**src/sv/sns_pkg.sv**
```systemverilog
// shared types, constants and the gaussian decay table for the soft nms block
// used by sns_div, the top level and the checker; depends on nothing
package sns_pkg;

  localparam int unsigned MaxBoxesDef  = 64;
  localparam int unsigned CoordBitsDef = 12;
  localparam logic [15:0] FloorReset   = 16'd655;
  localparam logic [63:0] DecayBaseQ32 = 64'd4294311986;

  typedef struct packed {
    logic [11:0] box_left;
    logic [11:0] box_top;
    logic [11:0] box_right;
    logic [11:0] box_bottom;
    logic [15:0] det_score;
    logic        last_box;
  } box_t;

  typedef struct packed {
    logic [5:0]  pick_index;
    logic [11:0] pick_left;
    logic [11:0] pick_top;
    logic [11:0] pick_right;
    logic [11:0] pick_bottom;
    logic [15:0] pick_score;
    logic        none_picked;
    logic        dropped_boxes;
    logic        last_pick;
  } pick_t;

  typedef struct packed {
    logic       done;
    logic [7:0] ov;
  } div_res_t;

  typedef logic [255:0][15:0] rom_t;

  function automatic logic [63:0] qmul32(input logic [63:0] a, input logic [63:0] b);
    logic [127:0] p;
    p = {64'd0, a} * {64'd0, b} + 128'h8000_0000;
    return 64'(p >> 32);
  endfunction

  // entry i is c^(i*i), square and multiply, rounded to q0.16
  function automatic rom_t build_rom();
    rom_t        rom;
    logic [63:0] r;
    logic [63:0] b;
    logic [63:0] f;
    logic [16:0] n;
    for (int i = 0; i < 256; i++) begin
      n = 17'(i * i);
      r = 64'd1 << 32;
      b = DecayBaseQ32;
      for (int k = 0; k < 17; k++) begin
        if (n[k]) r = qmul32(r, b);
        b = qmul32(b, b);
      end
      f = (r + 64'h8000) >> 16;
      if (f > 64'd65535) f = 64'd65535;
      rom[i] = 16'(f);
    end
    return rom;
  endfunction

  localparam rom_t DecayRom = build_rom();

endpackage

```
**src/sv/sns_div.sv**
```systemverilog
// iterative restoring divider giving floor(num*256/den) saturated to 255, for num <= den
// one quotient bit per cycle; uses sns_pkg::div_res_t
module sns_div #(
  parameter int unsigned DW = 26
) (
  input  logic             clk_i,
  input  logic             rst_ni,
  input  logic             start_i,
  input  logic [DW-1:0]    num_i,
  input  logic [DW-1:0]    den_i,
  output sns_pkg::div_res_t res_o
);

  logic [DW:0]   rem_q, rem_d, rem_sh;
  logic [DW-1:0] den_q;
  logic [8:0]    quo_q, quo_d;
  logic [3:0]    cnt_q, cnt_d;
  logic          busy_q, busy_d, first_q, first_d, done_q, done_d;
  logic          bit_ge;

  always_comb begin
    rem_sh = first_q ? rem_q : {rem_q[DW-1:0], 1'b0};
    bit_ge = rem_sh >= {1'b0, den_q};
    rem_d  = rem_q;
    quo_d  = quo_q;
    cnt_d  = cnt_q;
    busy_d = busy_q;
    first_d = first_q;
    done_d = 1'b0;
    if (start_i) begin
      rem_d   = {1'b0, num_i};
      quo_d   = '0;
      cnt_d   = 4'd9;
      busy_d  = 1'b1;
      first_d = 1'b1;
    end else if (busy_q) begin
      rem_d   = bit_ge ? rem_sh - {1'b0, den_q} : rem_sh;
      quo_d   = {quo_q[7:0], bit_ge};
      first_d = 1'b0;
      cnt_d   = cnt_q - 4'd1;
      if (cnt_q == 4'd1) begin
        busy_d = 1'b0;
        done_d = 1'b1;
      end
    end
  end

  always_ff @(posedge clk_i or negedge rst_ni) begin
    if (!rst_ni) begin
      busy_q  <= 1'b0;
      done_q  <= 1'b0;
      cnt_q   <= '0;
      first_q <= 1'b0;
    end else begin
      busy_q  <= busy_d;
      done_q  <= done_d;
      cnt_q   <= cnt_d;
      first_q <= first_d;
    end
  end

  always_ff @(posedge clk_i) begin
    rem_q <= rem_d;
    quo_q <= quo_d;
    if (start_i) den_q <= den_i;
  end

  assign res_o.done = done_q;
  assign res_o.ov   = quo_q[8] ? 8'd255 : quo_q[7:0];

endmodule

```
**config.mk**
```make
export PLATFORM = sky130hd
export DESIGN_NAME = sns_div
export DESIGN_NICKNAME = d
export VERILOG_FILES = /design/src/sv/sns_pkg.sv /design/src/sv/sns_div.sv
export SDC_FILE = /design/constraint.sdc
export NUM_CORES = 1
export LEC_CHECK = 0
export ABC_CLOCK_PERIOD_IN_PS = 5450
export BUFFER_PORTS_ARGS = -buffer_cell sky130_fd_sc_hd__buf_2
export CORE_MARGIN = 3
export CORE_UTILIZATION = 55
export DETAILED_ROUTE_END_ITERATION = 12
export GPL_ROUTABILITY_DRIVEN = 1
export GPL_TIMING_DRIVEN = 0
export PLACE_DENSITY = 0.77
export SLEW_MARGIN = 25
export SYNTH_ARGS = -nofsm -noshare
export SYNTH_HDL_FRONTEND = slang
export SYNTH_SLANG_ARGS = --single-unit
```
**constraint.sdc**
```tcl
create_clock -name clk_i -period 5.45 [get_ports clk_i]
set_input_delay 0.2725 -clock clk_i [delete_from_list [all_inputs] [get_ports clk_i]]
set_output_delay 0.2725 -clock clk_i [all_outputs]
set_load 0.02 [all_outputs]
```
Word-level counts from Yosys, hierarchy flattened. Cells that the tools add are included. Widths: inputs -> output; s select.

Bits in registers: 69. Bits of input ports: 55. Word-level logic and storage cells: 28.

Add/subtract/negate cells: 2. Order comparisons: 1. Equal/unequal tests: 1. Muxes and demuxes: 15. Reductions and logical operators: 1.

Operators by type and width (count): $mux 27 (2); $mux 26 (2); $ge 27x26->1 (1); $sub 27x26->27 (1); $mux 1 (8); $mux 4 (2); $mux 8 (1); $eq 4x1->1 const B (1); $sub 4x1->4 const B (1); $reduce_bool 2->1 (1).

Depth between registers and ports, before layout.
Depth after elaboration: 5. Gate-level depth with buffers: 15.

Worst setup path before layout. OpenSTA, ideal clock, no wires.

Kind: register -> register. From: reg first_q. To: reg rem_q[24], data pin. Arrival time: 3.686 ns. Path slack: 1.501 ns. Stages on the path, launching flop included: 14. Path buffers: 3. Clock period less this slack: 3.949 ns. Cells stage by stage: dfrtp_1 -> clkbuf_1 -> clkbuf_1 -> mux2_2 -> ha_1 -> nor2b_4 -> o31a_1 -> o31a_1 -> o21ba_2 -> a221o_1 -> buf_6 -> a221o_1 -> nor4b_2 -> nor3b_2.

Word-level cells in the longest chain between the ends: 5.

Ends and longest elaborated chain: start, declared (line sns_div.sv:18) `logic busy_q, busy_d, first_q, first_d, done_q, done_d;`; start signal, assigned (line sns_div.sv:58) `first_q <= first_d;`; $mux 27 * (line sns_div.sv:22) `rem_sh = first_q ? rem_q : {rem_q[DW-1:0], 1'b0};`; $sub 27x26->27 or $ge 27x26->1 (tied branches) (line sns_div.sv:37, sns_div.sv:23); $mux 27 * (line sns_div.sv:37) `rem_d = bit_ge ? rem_sh - {1'b0, den_q} : rem_sh;`; $mux 26 * (line sns_div.sv:36) `end else if (busy_q) begin`; $mux 26 * (line sns_div.sv:30) `if (start_i) begin`; via rem_d[24] (line sns_div.sv:14) `logic [DW:0] rem_q, rem_d, rem_sh;`; end signal, assigned (line sns_div.sv:63) `rem_q <= rem_d;`; end, declared (line sns_div.sv:14).

The timed path passes the listed nets; every way through them passes the cells marked *. The select of a mux whose other input is x is not followed. A chain may end at the register's enable or synchronous reset.

Worst setup path in the final report.
From: reg first_q. To: reg rem_q[21], data pin.

Same word-level chain as after synthesis.

==> flow_summary_export.csv <==
group,metric,value,unit
timing,worstMarginPinSlew,823,ps
routing,drt-initial-drc-count,157,
timing,hold_viol_final,0,
clocking,cts_setup_buffers,0,
timing,post-route-min-period,4660,ps
routing,drt-pass1-iter-count,4,
clocking,clock_sinks,69,
timing,rsz0062_at_grt,"no",
power,p_leak,2.56,nW
finish,nets,633,
critical_path,worstSetupStartpointType,"register",
finish,final_cell_mix,"buf_2, edfxtp_1, a21oi_1",
routing,drc,0,
critical_path,crit_required,5520,ps
floorplan,rows,33,
clocking,clkTransAtPathRegs,80,ps
routing,wire_per_inst,16.8,um
floorplan,num_io_pins,64,
logic_synthesis,synth_edf_count,52,
finish,diodes,0,
finish,drive_gt1_frac,0.257,
logic_synthesis,ys_warn_count,0,
floorplan,die_w,99.2,um
routing,wirelength,11100,um
clocking,clk_path_buf_depth,2,
worst_hold_path,whs_path_depth,1,
logic_synthesis,synth-seq-cells,69,
floorplan,die_y,99.2,um
timing,worst_hold_slack,87.2,ps
floorplan,start_util,0.573,
critical_path,critical_path_class,"reg -> reg",
clocking,cts_tree,"built",
grt,grt.total_usage,0.239,
power,irDropWorstVdd,0.255,mV
grt,grt-ovfl-total,0,
timing,slew_viol_final,0,
critical_path,critPathMaxFanout,10,
logic_synthesis,synth_fp_nets,558,
timing,min_period_over_period,0.855,
grt,grt_pass1_wl,18600,um
clocking,clock_latency,350,ps
run,maxCapViolations,0,
clocking,cts-root-buf,"clkbuf_8",
clocking,cts_made_buffers,9,
critical_path,critPathArrivalTime,4730,ps
placed_design,gp_congestion,0.936,
routing,postRouteAntennaNets,0,
logic_synthesis,yosysUniqueCellTypes,69,
grt,grt_max_degree,33,
routing,vias,3799,
finish,final_common_cell,"buf_2",
critical_path,rr_worst_depth,14,
timing,fin_tns_setup,0,ps
floorplan,core,8340,sq um
finish,areaGrowthSynthToFinish,13.5,%
logic_synthesis,ys_async_sr_fraction,0.101,
status,status,"finished, final reports clean",
clocking,htreeDepth,3,
finish,nFillCells,715,
worst_hold_path,min_path_type,"in -> reg",
critical_path,endpoint_kind,"register",
logic_synthesis,ys_seq_area_frac,0.405,
routing,via_per_inst,5.77,
timing,relSlewSlack,0.451,
logic_synthesis,synth-main-ff-cell,"edfxtp_1",
timing,setup_violations,0,
grt,antenna_found_initial,0,
logic_synthesis,synthCells,473,
logic_synthesis,syn-mean-instance-area,10.1,sq um
placed_design,dp_hpwl,8030,um
logic_synthesis,synth_area,4780,sq um
grt,grt_pass1_vias,3936,
floorplan,fp.dieArea,9850,sq um
timing,fmax,0.215,GHz
placed_design,io_buffers,63,
power,pwr_density_cell,581,nW/um^2
timing,skew,8.66,ps
## cell type report
| type | instances | area (sq um) | share of cell area |
|---|---|---|---|
| multi-input cells | 347 | 2580 | 0.476 |
| repair buffers | 64 | 325 | 0.0599 |
| clock inverters | 3 | 17.5 | 0.00323 |
| flip-flops and latches | 69 | 1940 | 0.357 |
| plain buffers | 21 | 126 | 0.0233 |
| clock buffers | 13 | 170 | 0.0314 |
| well taps | 105 | 131 | 0.0242 |
| inverters | 36 | 135 | 0.0249 |
## final timing paths
| kind | from | to | slack [ps] |
|---|---|---|---|
| max | first_q | rem_q[21] | 790 |
| min | den_i[17] | den_q[17] | 90 |
| max reg2reg | first_q | rem_q[21] | 790 |
| min reg2reg | quo_q[0] | quo_q[0] | 520 |
| max in group asynchronous | rst_ni | cnt_q[2] | 5030 |
| min in group asynchronous | rst_ni | done_q | 270 |
## per-layer routing
| layer | GRT usage | part of all wire | up-vias | wire length (um) |
|---|---|---|---|---|
| li1 | - | - | 1865 | - |
| met1 | 0.295 | 0.42 | 1816 | 4680 |
| met2 | 0.428 | 0.51 | 103 | 5680 |
| met3 | 0.0428 | 0.050 | 15 | 559 |
| met4 | 0.0693 | 0.014 | 0 | 160 |
| met5 | 0 | 0 | - | 0 |
## sequential cells by signal (all words and copies together) (netlist names)
| name | flops |
|---|---|
| done_q | 1 |
| den_q | 26 |
| quo_q | 9 |
| cnt_q | 4 |
| first_q | 1 |
| rem_q | 27 |
| busy_q | 1 |
## report_power, final
group          total [mW]  switching (mW)  internal, mW
Combinational        1.92            1.02         0.898
Sequential          0.832          0.0756         0.756
Clock               0.403           0.199         0.204
Total                3.15            1.29          1.86
## worst max-delay path, stage by stage (launching register included)
cell and delay [ps]:
dfrtp_1 320, clkbuf_1 500, clkbuf_1 570, mux2_2 420, ha_1 370, nand2_1 120, a2111oi_2 460, o311ai_2 210
a311oi_2 370, or3b_4 200, a31o_4 210, buf_8 170, buf_12 160, mux2i_1 200, a21oi_1 90
## synth_stat cells (3+ instances only)
cell      number  area share
xor2_1         7       0.013
edfxtp_1      52        0.33
and3_1         7      0.0092
a21o_1        20       0.031
dfrtp_1        7       0.037
o21a_1         4      0.0063
nor3_1         6      0.0063
o21ai_1        6      0.0063
xnor2_1       12       0.022
a31oi_1        3      0.0039
inv_1         36       0.028
mux2_2        29       0.068
nand3_1        3      0.0031
o21ai_0       17       0.018
nand2b_1       4      0.0052
a21oi_1       37       0.039
mux2i_1       23       0.048
buf_1          3      0.0024
nor2_1        36       0.028
ha_1          29       0.076
and2_1         3      0.0039
clkbuf_1      12      0.0094
dfxtp_1       10       0.042
o22ai_1        3      0.0039
nand2_1       37       0.029
or2_2          9       0.012
nand4_1        5      0.0065
## timing repair
item	4_1_cts	5_1_grt
resized for setup	0	0
hold buffers	1	0
endpoints found under the setup margin	0	0
hold endpoints to repair	7	0
## cells by family after synthesis
| group | share of synthesized area |
|---|---|
| buffers and inverters | 0.0547 |
| XOR/XNOR | 0.0348 |
| adder cells (fa/ha/maj) | 0.0801 |
| AO/OA/AOI/OAI | 0.164 |
| AND/OR/NAND/NOR | 0.139 |
| flip-flops | 0.405 |
| multiplexers | 0.123 |
## per-stage QoR
| stage | utilization | cell area (sq um) | worst slack [ps] | total power, mW | instances |
|---|---|---|---|---|---|
| floorplan | - | 4780 | 1500 | 2.35 | 473 |
| global placement | 0.627 | 5230 | 824 | 2.67 | 641 |
| detailed placement | 0.627 | 5230 | 779 | 2.73 | 641 |
| CTS | 0.651 | 5430 | 774 | 3.14 | 658 |
| global route | 0.651 | 5430 | 496 | 3.40 | 658 |
| finish | 0.651 | 5430 | 791 | 3.15 | 658 |
No activity file was read; power rests on OpenSTA's default activity.
