## src/sv/sns_ram.sv

```systemverilog
// generic single write port ram with one registered read port
// no dependencies
module sns_ram #(
  parameter int unsigned Width = 16,
  parameter int unsigned Depth = 64
) (
  input  logic                     clk_i,
  input  logic                     we_i,
  input  logic [$clog2(Depth)-1:0] waddr_i,
  input  logic [Width-1:0]         wdata_i,
  input  logic [$clog2(Depth)-1:0] raddr_i,
  output logic [Width-1:0]         rdata_o
);

  logic [Width-1:0] mem_q [Depth];

  always_ff @(posedge clk_i) begin
    if (we_i) mem_q[waddr_i] <= wdata_i;
    rdata_o <= mem_q[raddr_i];
  end

endmodule

```

## config.mk

```make
export PLATFORM = sky130hd
export DESIGN_NAME = sns_ram
export DESIGN_NICKNAME = d
export VERILOG_FILES = /design/src/sv/sns_ram.sv
export SDC_FILE = /design/constraint.sdc
export NUM_CORES = 1
export LEC_CHECK = 0
export BUFFER_PORTS_ARGS = -buffer_cell sky130_fd_sc_hd__buf_2
export CORE_ASPECT_RATIO = 0.5
export CORE_MARGIN = 10
export CORE_UTILIZATION = 45
export CTS_BUF_LIST = sky130_fd_sc_hd__clkbuf_16
export DETAILED_ROUTE_END_ITERATION = 6
export GPL_ROUTABILITY_DRIVEN = 0
export PLACE_DENSITY = 0.57
export REMOVE_ABC_BUFFERS = 1
export SYNTH_ARGS = -nofsm -noshare
export SYNTH_HDL_FRONTEND = slang
export SYNTH_SLANG_ARGS = --single-unit
```

## constraint.sdc

```tcl
create_clock -name clk_i -period 6 [get_ports clk_i]
set_clock_uncertainty 0.15 [all_clocks]
set_input_delay 0.6 -clock clk_i [delete_from_list [all_inputs] [get_ports clk_i]]
set_output_delay 0.6 -clock clk_i [all_outputs]
set_load 0.02 [all_outputs]
```

# After elaboration in Yosys (flattened, before gate mapping)
# Memory sizes are Yosys's and may differ from the RTL's. A register that Yosys moved wholly into a read port is not among the register bits.
# Cells that the tools add are included.
dict set report op_classes {
  bitwise_logic 0
  reduce_logical 0
  mul 0
  magnitude_cmp 0
  mux 2
  addsub 0
  div_mod_pow 0
  shift 0
  n_eq_ne 0
}
# op count
set ops {}
lappend ops {{$mux 1} 2}
dict set report totals {
  output_inout_bits 16
  n_memories 1
  regBits 0
  latch_bits 0
  romBits 0
  input_bits 30
  ramBits 1024
}
# memory words width rd rd_clocked_by_memory_dff wr line
set mem_list {}
lappend mem_list {mem_q 64 16 1 1 1 15} ;# logic [Width-1:0] mem_q [Depth];

# Longest topological paths before layout
# Gate-level depths: netlist of the first run.
dict set report depth {
  word_depth 2
  mapped_depth 10
}

# Worst setup path after synthesis of the first run
# No wires, ideal clock.
dict set report synth_path {
  path_type {input-to-reg}
  from {input port waddr_i[3]}
  to {memory mem_q[48][0], enable pin}
  arrival_time_ns 2.226
  required_ns 5.441
  n_path_buf 1
  path_slack_ns 3.215
  setup_time_ns 0.409
  path_stages 4
  path_cell_list {clkbuf_1 -> nor2b_1 -> nand4b_1 -> nor3_1}
}
# item line
set synth_lines {}
lappend synth_lines {{from (decl)} 9} ;# input logic [$clog2(Depth)-1:0] waddr_i,
lappend synth_lines {{to (decl)} 15}
# No word-level cell before the write port.

==> results of run 1 <==
[synthesized netlist by cell type]
library cell / number / area, um^2
edfxtp_1: 1024 / 30700
mux4_2: 220 / 4950
mux2i_1: 85 / 851
nor2_1: 72 / 270
nand2_1: 59 / 221
a22oi_1: 39 / 293
buf_2: 36 / 180
nor2b_1: 30 / 188
mux2_2: 27 / 304
clkbuf_1: 24 / 90.1
nand3_1: 24 / 120
a21oi_1: 17 / 85.1
buf_6: 17 / 191
a221oi_1: 16 / 140
dfxtp_1: 16 / 320
buf_4: 13 / 97.6
nand4_1: 12 / 75.1
a211o_1: 8 / 70.1
a211oi_1: 8 / 60.1
a311oi_1: 8 / 70.1
a31oi_1: 8 / 50.1
a221o_1: 6 / 60.1
a22o_1: 6 / 52.6
a41oi_1: 5 / 43.8
and4_1: 5 / 43.8
buf_12: 5 / 100
o21ai_0: 5 / 25.0
mux4_1: 4 / 105
buf_1: 3 / 11.3
buf_8: 3 / 45.0
nand2b_1: 3 / 18.8
nor4_2: 3 / 37.5
o21ai_1: 3 / 15.0
and2_1: 2 / 12.5
clkbuf_2: 2 / 10.0
nand3b_1: 2 / 15.0
nor2_2: 2 / 12.5
nor3_1: 2 / 10.0
clkbuf_4: 1 / 7.51
nand2_4: 1 / 11.3
nand4b_1: 1 / 8.76
or3_1: 1 / 6.26
or3b_2: 1 / 8.76
[power by group through the flow]
stage | Clock [mW] | Combinational, mW | Sequential [mW]
floorplan | 0 | 0.298 | 8.23
global placement | 0 | 0.773 | 8.23
detailed placement | 0 | 0.780 | 8.23
CTS | 6.02 | 0.781 | 8.07
global route | 6.30 | 0.818 | 8.07
finish | 5.90 | 0.768 | 8.07
[per-stage QoR]
stage | instances | worst slack (ps) | util
after global routing | 3214 | 2800 | 0.508
after floorplan | 1725 | 3370 | -
after CTS | 3214 | 2870 | 0.508
after global placement | 3049 | 2170 | 0.475
after detailed placement | 3049 | 2150 | 0.475
final | 3217 | 2940 | 0.508
[worst min path at each step]
stage / start / endpoint / slack (ps) / depth (start not counted)
2_1_floorplan: wdata_i[0] / mem_q[0][0] / 550 / 0
3_3_place_gp: mem_q[18][2] / rdata_o[2] / 680 / 4
3_5_place_dp: mem_q[18][2] / rdata_o[2] / 680 / 4
4_1_cts: waddr_i[2] / mem_q[54][5] / 390 / 3
5_1_grt: waddr_i[2] / mem_q[54][13] / 420 / 3
6_report: waddr_i[2] / mem_q[54][12] / 420 / 3
[logic make-up (layout without fill, tap and decap cells)]
group	count (synthesis)	in the layout
muxes	336	336
AOI/OAI and AO/OA	129	129
buffers and inverters	104	304
other	0	3
and+or+nand+nor	220	220
DFF	1040	1040
[area by class of cell]
type / instances / area (um^2) / area share
tap: 1185 / 1480 / 0.0330
multi-input combinational: 685 / 8300 / 0.185
timing repair buffer: 139 / 1030 / 0.0230
clock inverter: 68 / 548 / 0.0122
antenna: 3 / 7.51 / 0.000167
clock buffer: 97 / 2430 / 0.0541
sequential: 1040 / 31100 / 0.692
[routing by layer]
layer / GRT usage / up-vias
met5: 0 / -
met4: 0.0493 / 4
met3: 0.0335 / 120
met2: 0.294 / 665
met1: 0.284 / 10300
li1: - / 7934
[state kept, by name, summed over array words and instances (netlist names)]
register and count:
mem_q 1024, rdata_o 16
[worst max-delay path, cell delays in order]
cell and delay, ps:
buf_8 490, buf_4 510, mux4_2 550, mux2_2 300, a221oi_1 720, a311oi_1 100
==> flow_summary.json, run 1 <==
{
  "status": "finished clean",
  "rsz0062_at_grt": "no",
  "cp-startpoint": "raddr_i[0]",
  "power_per_cell_area_nw_per_um2": 328,
  "syn-instance-count": 1829,
  "clk_latency_ps": 670,
  "synth-simple-area-share": 0.0265,
  "met2_length_mm": 45.8,
  "cts_htree_levels": 3,
  "drive_gt1_frac": 0.269,
  "fmax_mhz": 327,
  "relSlewSlack": 0.156,
  "ys_seq_elements": 1040,
  "pin_count": 46,
  "worst_pin_slew_ps": 1260,
  "firstDrtPassIters": 6,
  "postCtsSetupBuffers": 0,
  "ant_nets": 0,
  "synthAdderAreaFrac": 0,
  "die_x_um": 442,
  "clockBufferDepth": 3,
  "start_kind": "input pin",
  "leakage_nw": 14.2,
  "fp.dieArea_um2": 102000,
  "fillers": 7049,
  "cts_tree": "yes",
  "cts_buffers": 93,
  "grt_max_degree": 78,
  "fp.coreArea_um2": 88200,
  "swShare": 0.210,
  "synthDistinctLibCells": 43,
  "ys_seq_area_frac": 0.776,
  "p_comb_frac": 0.052,
  "rrSetupSlack_ps": 3710,
  "syn_avg_cell_area_um2": 21.9,
  "via_per_inst": 5.93,
  "post-route-period-util": 0.510,
  "syn_area_um2": 40000,
  "portBuffers": 45,
  "m1WireLength_mm": 44.1,
  "min_period_ps": 3060,
  "crit_path_end": "rdata_o[4]",
  "grt.total_usage": 0.192,
  "clk_pin_slew_ps": 70,
  "hold_ws_ps": 421,
  "ir_worst_vdd_mv": 0.217,
  "dieHeight_um": 231,
  "root_buffer": "clkbuf_16",
  "synth-xor-area-share": 0,
  "place_area_um2": 41900,
  "mostFrequentLayoutCells": "edfxtp_1, mux4_2, clkbuf_16",
  "route.met3.wl_mm": 7.06,
  "wl_mm": 99.0,
  "num_rows": 77,
  "finalPower_mw": 14.7,
  "design_area_um2": 44900,
  "max-cap-violations": 0,
  "endpoint_kind": "register",
  "synth_compound_area_frac": 0.0241,
  "hp-class": "input pin to register",
  "internal-power_mw": 11.6,
  "cts.repair.resized": 0,
  "finalSetupViolations": 0,
  "nets": 1989,
  "drc": 0,
  "grt_antenna_before_repair": 5,
  "setup-tns-final_ps": 0,
  "drv_slew": 0,
  "syn_to_final_growth_pct": 12.1,
  "routed-via-count": 19100,
  "path_max_fanout": 56,
  "wl_per_cell_um": 30.8,
  "grt_overflow": 0,
  "mostFrequentLayoutCell": "edfxtp_1",
  "hold_viol_final": 0,
  "dp_hpwl_mm": 57.3,
  "p_clk_frac": 0.400,
  "grt_pass1_vias": 18900,
  "setup.worst_path.class": "input pin to register",
  "required_ps": 6360,
  "ys_warn_count": 0,
  "crit_arrival_ps": 3420,
  "synth_top_family_by_area": "multiplexers",
  "power.share.sequential": 0.547,
  "timing.rr.end": "rdata_o[14]",
  "rr_startpoint": "mem_q[53][14]",
  "start_util": 0.454,
  "ctsHoldBuffers": 0,
  "drt_iter0_drc": 2246,
  "top_layer": "met5",
  "synthMuxAreaShare": 0.155,
  "clock-sinks": 1040,
  "grt_pass1_wl_mm": 142,
  "p_sw_mw": 3.10,
  "reg2reg_depth": 4
}
Note: power is estimated with default switching activity, not from simulation.
==> run 2, diff against run 1 <==
--- a/config.mk
+++ b/config.mk
@@ -12,7 +12,7 @@
 export CTS_BUF_LIST = sky130_fd_sc_hd__clkbuf_16
 export DETAILED_ROUTE_END_ITERATION = 6
 export GPL_ROUTABILITY_DRIVEN = 0
-export PLACE_DENSITY = 0.57
+export PLACE_DENSITY = 0.59
 export REMOVE_ABC_BUFFERS = 1
 export SYNTH_ARGS = -nofsm -noshare
 export SYNTH_HDL_FRONTEND = slang
==> constraint.sdc (replaced) <==
create_clock -name clk_i -period 2.66 [get_ports clk_i]
set_clock_uncertainty 0.15 [all_clocks]
set_input_delay 0.266 -clock clk_i [delete_from_list [all_inputs] [get_ports clk_i]]
set_output_delay 0.266 -clock clk_i [all_outputs]
set_load 0.02 [all_outputs]
==> flow_summary.json, run 2 (synthesis results as in run 1) <==
{
  "pin_count": 46,
  "setup.worst_path.class": "register to register",
  "status": "finished clean",
  "num_rows": 77,
  "portBuffers": 45,
  "wl_mm": 99.7,
  "power.share.sequential": 0.551,
  "drc": 0,
  "post-route-period-util": 0.973,
  "endpoint_kind": "register",
  "rsz0062_at_grt": "no",
  "ir_worst_vdd_mv": 0.455,
  "fmax_mhz": 387,
  "hold_viol_final": 0,
  "wl_per_cell_um": 29.5,
  "cts_htree_levels": 3,
  "power_per_cell_area_nw_per_um2": 710,
  "crit_arrival_ps": 3010,
  "start_kind": "register",
  "via_per_inst": 5.87,
  "routed-via-count": 19800,
  "root_buffer": "clkbuf_16",
  "cts.repair.resized": 0,
  "swShare": 0.217,
  "ctsHoldBuffers": 7,
  "dp_hpwl_mm": 61.8,
  "max-cap-violations": 0,
  "hp-class": "input pin to register",
  "path_max_fanout": 1,
  "design_area_um2": 46500,
  "p_comb_frac": 0.060,
  "p_sw_mw": 7.17,
  "finalSetupViolations": 0,
  "drive_gt1_frac": 0.314,
  "mostFrequentLayoutCells": "edfxtp_1, mux4_2, buf_4",
  "clockBufferDepth": 3,
  "reg.largest.list": "mem_q: 1024 flops, rdata_o: 16 flops",
  "largest_reg_flops": 1024,
  "cts_tree": "yes",
  "place_ws_ps": -447,
  "fin_ws_ps": 72.9,
  "firstDrtPassIters": 5,
  "worst_pin_slew_ps": 872,
  "fp.dieArea_um2": 102000,
  "p_clk_frac": 0.389,
  "die_x_um": 442,
  "internal-power_mw": 25.8,
  "grt_overflow": 0,
  "postCtsSetupBuffers": 0,
  "ant_nets": 0,
  "grt.total_usage": 0.194,
  "required_ps": 3080,
  "nets": 2149,
  "mostFrequentLayoutCell": "edfxtp_1",
  "syn_to_final_growth_pct": 16.1,
  "clk_pin_slew_ps": 60,
  "place_area_um2": 43600,
  "start_util": 0.454,
  "clock-sinks": 1040,
  "fp.coreArea_um2": 88200,
  "drv_slew": 0,
  "relSlewSlack": 0.419,
  "post-place-cells": 3203,
  "min_period_ps": 2590,
  "grt_max_degree": 65,
  "grt_pass1_vias": 19800,
  "drt_iter0_drc": 2573,
  "stdcell_count": 3377,
  "grt_antenna_before_repair": 5,
  "leakage_nw": 15.1,
  "dieHeight_um": 231,
  "clk_latency_ps": 680,
  "cts_buffers": 92,
  "top_register": "mem_q",
  "grt_pass1_wl_mm": 144,
  "finalPower_mw": 33.0
}
## run 2: cell types whose count changed in the layout (fill, tap and decap cells not counted), sizes merged
| cell | delta |
|---|---|
| clkinv | -4 |
| buf | +154 |
| clkinvlp | +5 |
| diode | -2 |
| bufinv | -5 |
| clkbuf | -3 |
| dlygate4sd3 | +7 |
| inv | +8 |
## run 2: critical path: stages (launching register included)
cell,delay (ps)
edfxtp_1,360
mux4_2,510
mux2i_1,210
a22oi_1,220
a31oi_1,620
buf_4,220
a311oi_1,40
buf_4,150
## run 2: worst paths after layout
path                            cells after the start          end     startpoint  slack [ps]
worst max-delay path                                7  rdata_o[15]  mem_q[21][15]          70
worst min-delay path                                1  mem_q[8][8]     wdata_i[8]          50
worst max register to register                      7  rdata_o[15]  mem_q[21][15]          70
worst min register to register                      4  rdata_o[12]  mem_q[35][12]         750
## run 2: power groups by stage
| stage | combinational [mW] | clock [mW] | sequential (mW) |
|---|---|---|---|
| finish | 1.97 | 12.9 | 18.2 |
| global route | 2.10 | 13.7 | 18.2 |
| CTS | 1.99 | 13.1 | 18.2 |
| detailed placement | 1.98 | 0 | 18.5 |
| global placement | 1.96 | 0 | 18.5 |
| floorplan | 0.673 | 0 | 18.6 |
## run 2: final cells by class
class	instances	area [um^2]
clock buffer	94	2350
tap	1185	1480
antenna	1	2.50
clock inverter	72	490
sequential	1040	31100
multi-input combinational	685	8270
fill	6933	41800
timing repair buffer	300	2820
## run 2: per-layer routing
metal	up-vias	wire length [um]	global-route usage
met1	10600	43500	0.281
met3	126	8070	0.0405
met2	773	45900	0.299
li1	8274	-	-
met4	2	2160	0.0503
met5	-	13	0
## run 2: stage by stage
step	TNS [ps]	hold slack, ps	utilization
floorplan	0	215	-
global route	0	53.6	0.527
CTS	0	0.658	0.527
detailed placement	-2160	465	0.494
finish	0	47.0	0.527
global placement	-2120	446	0.494
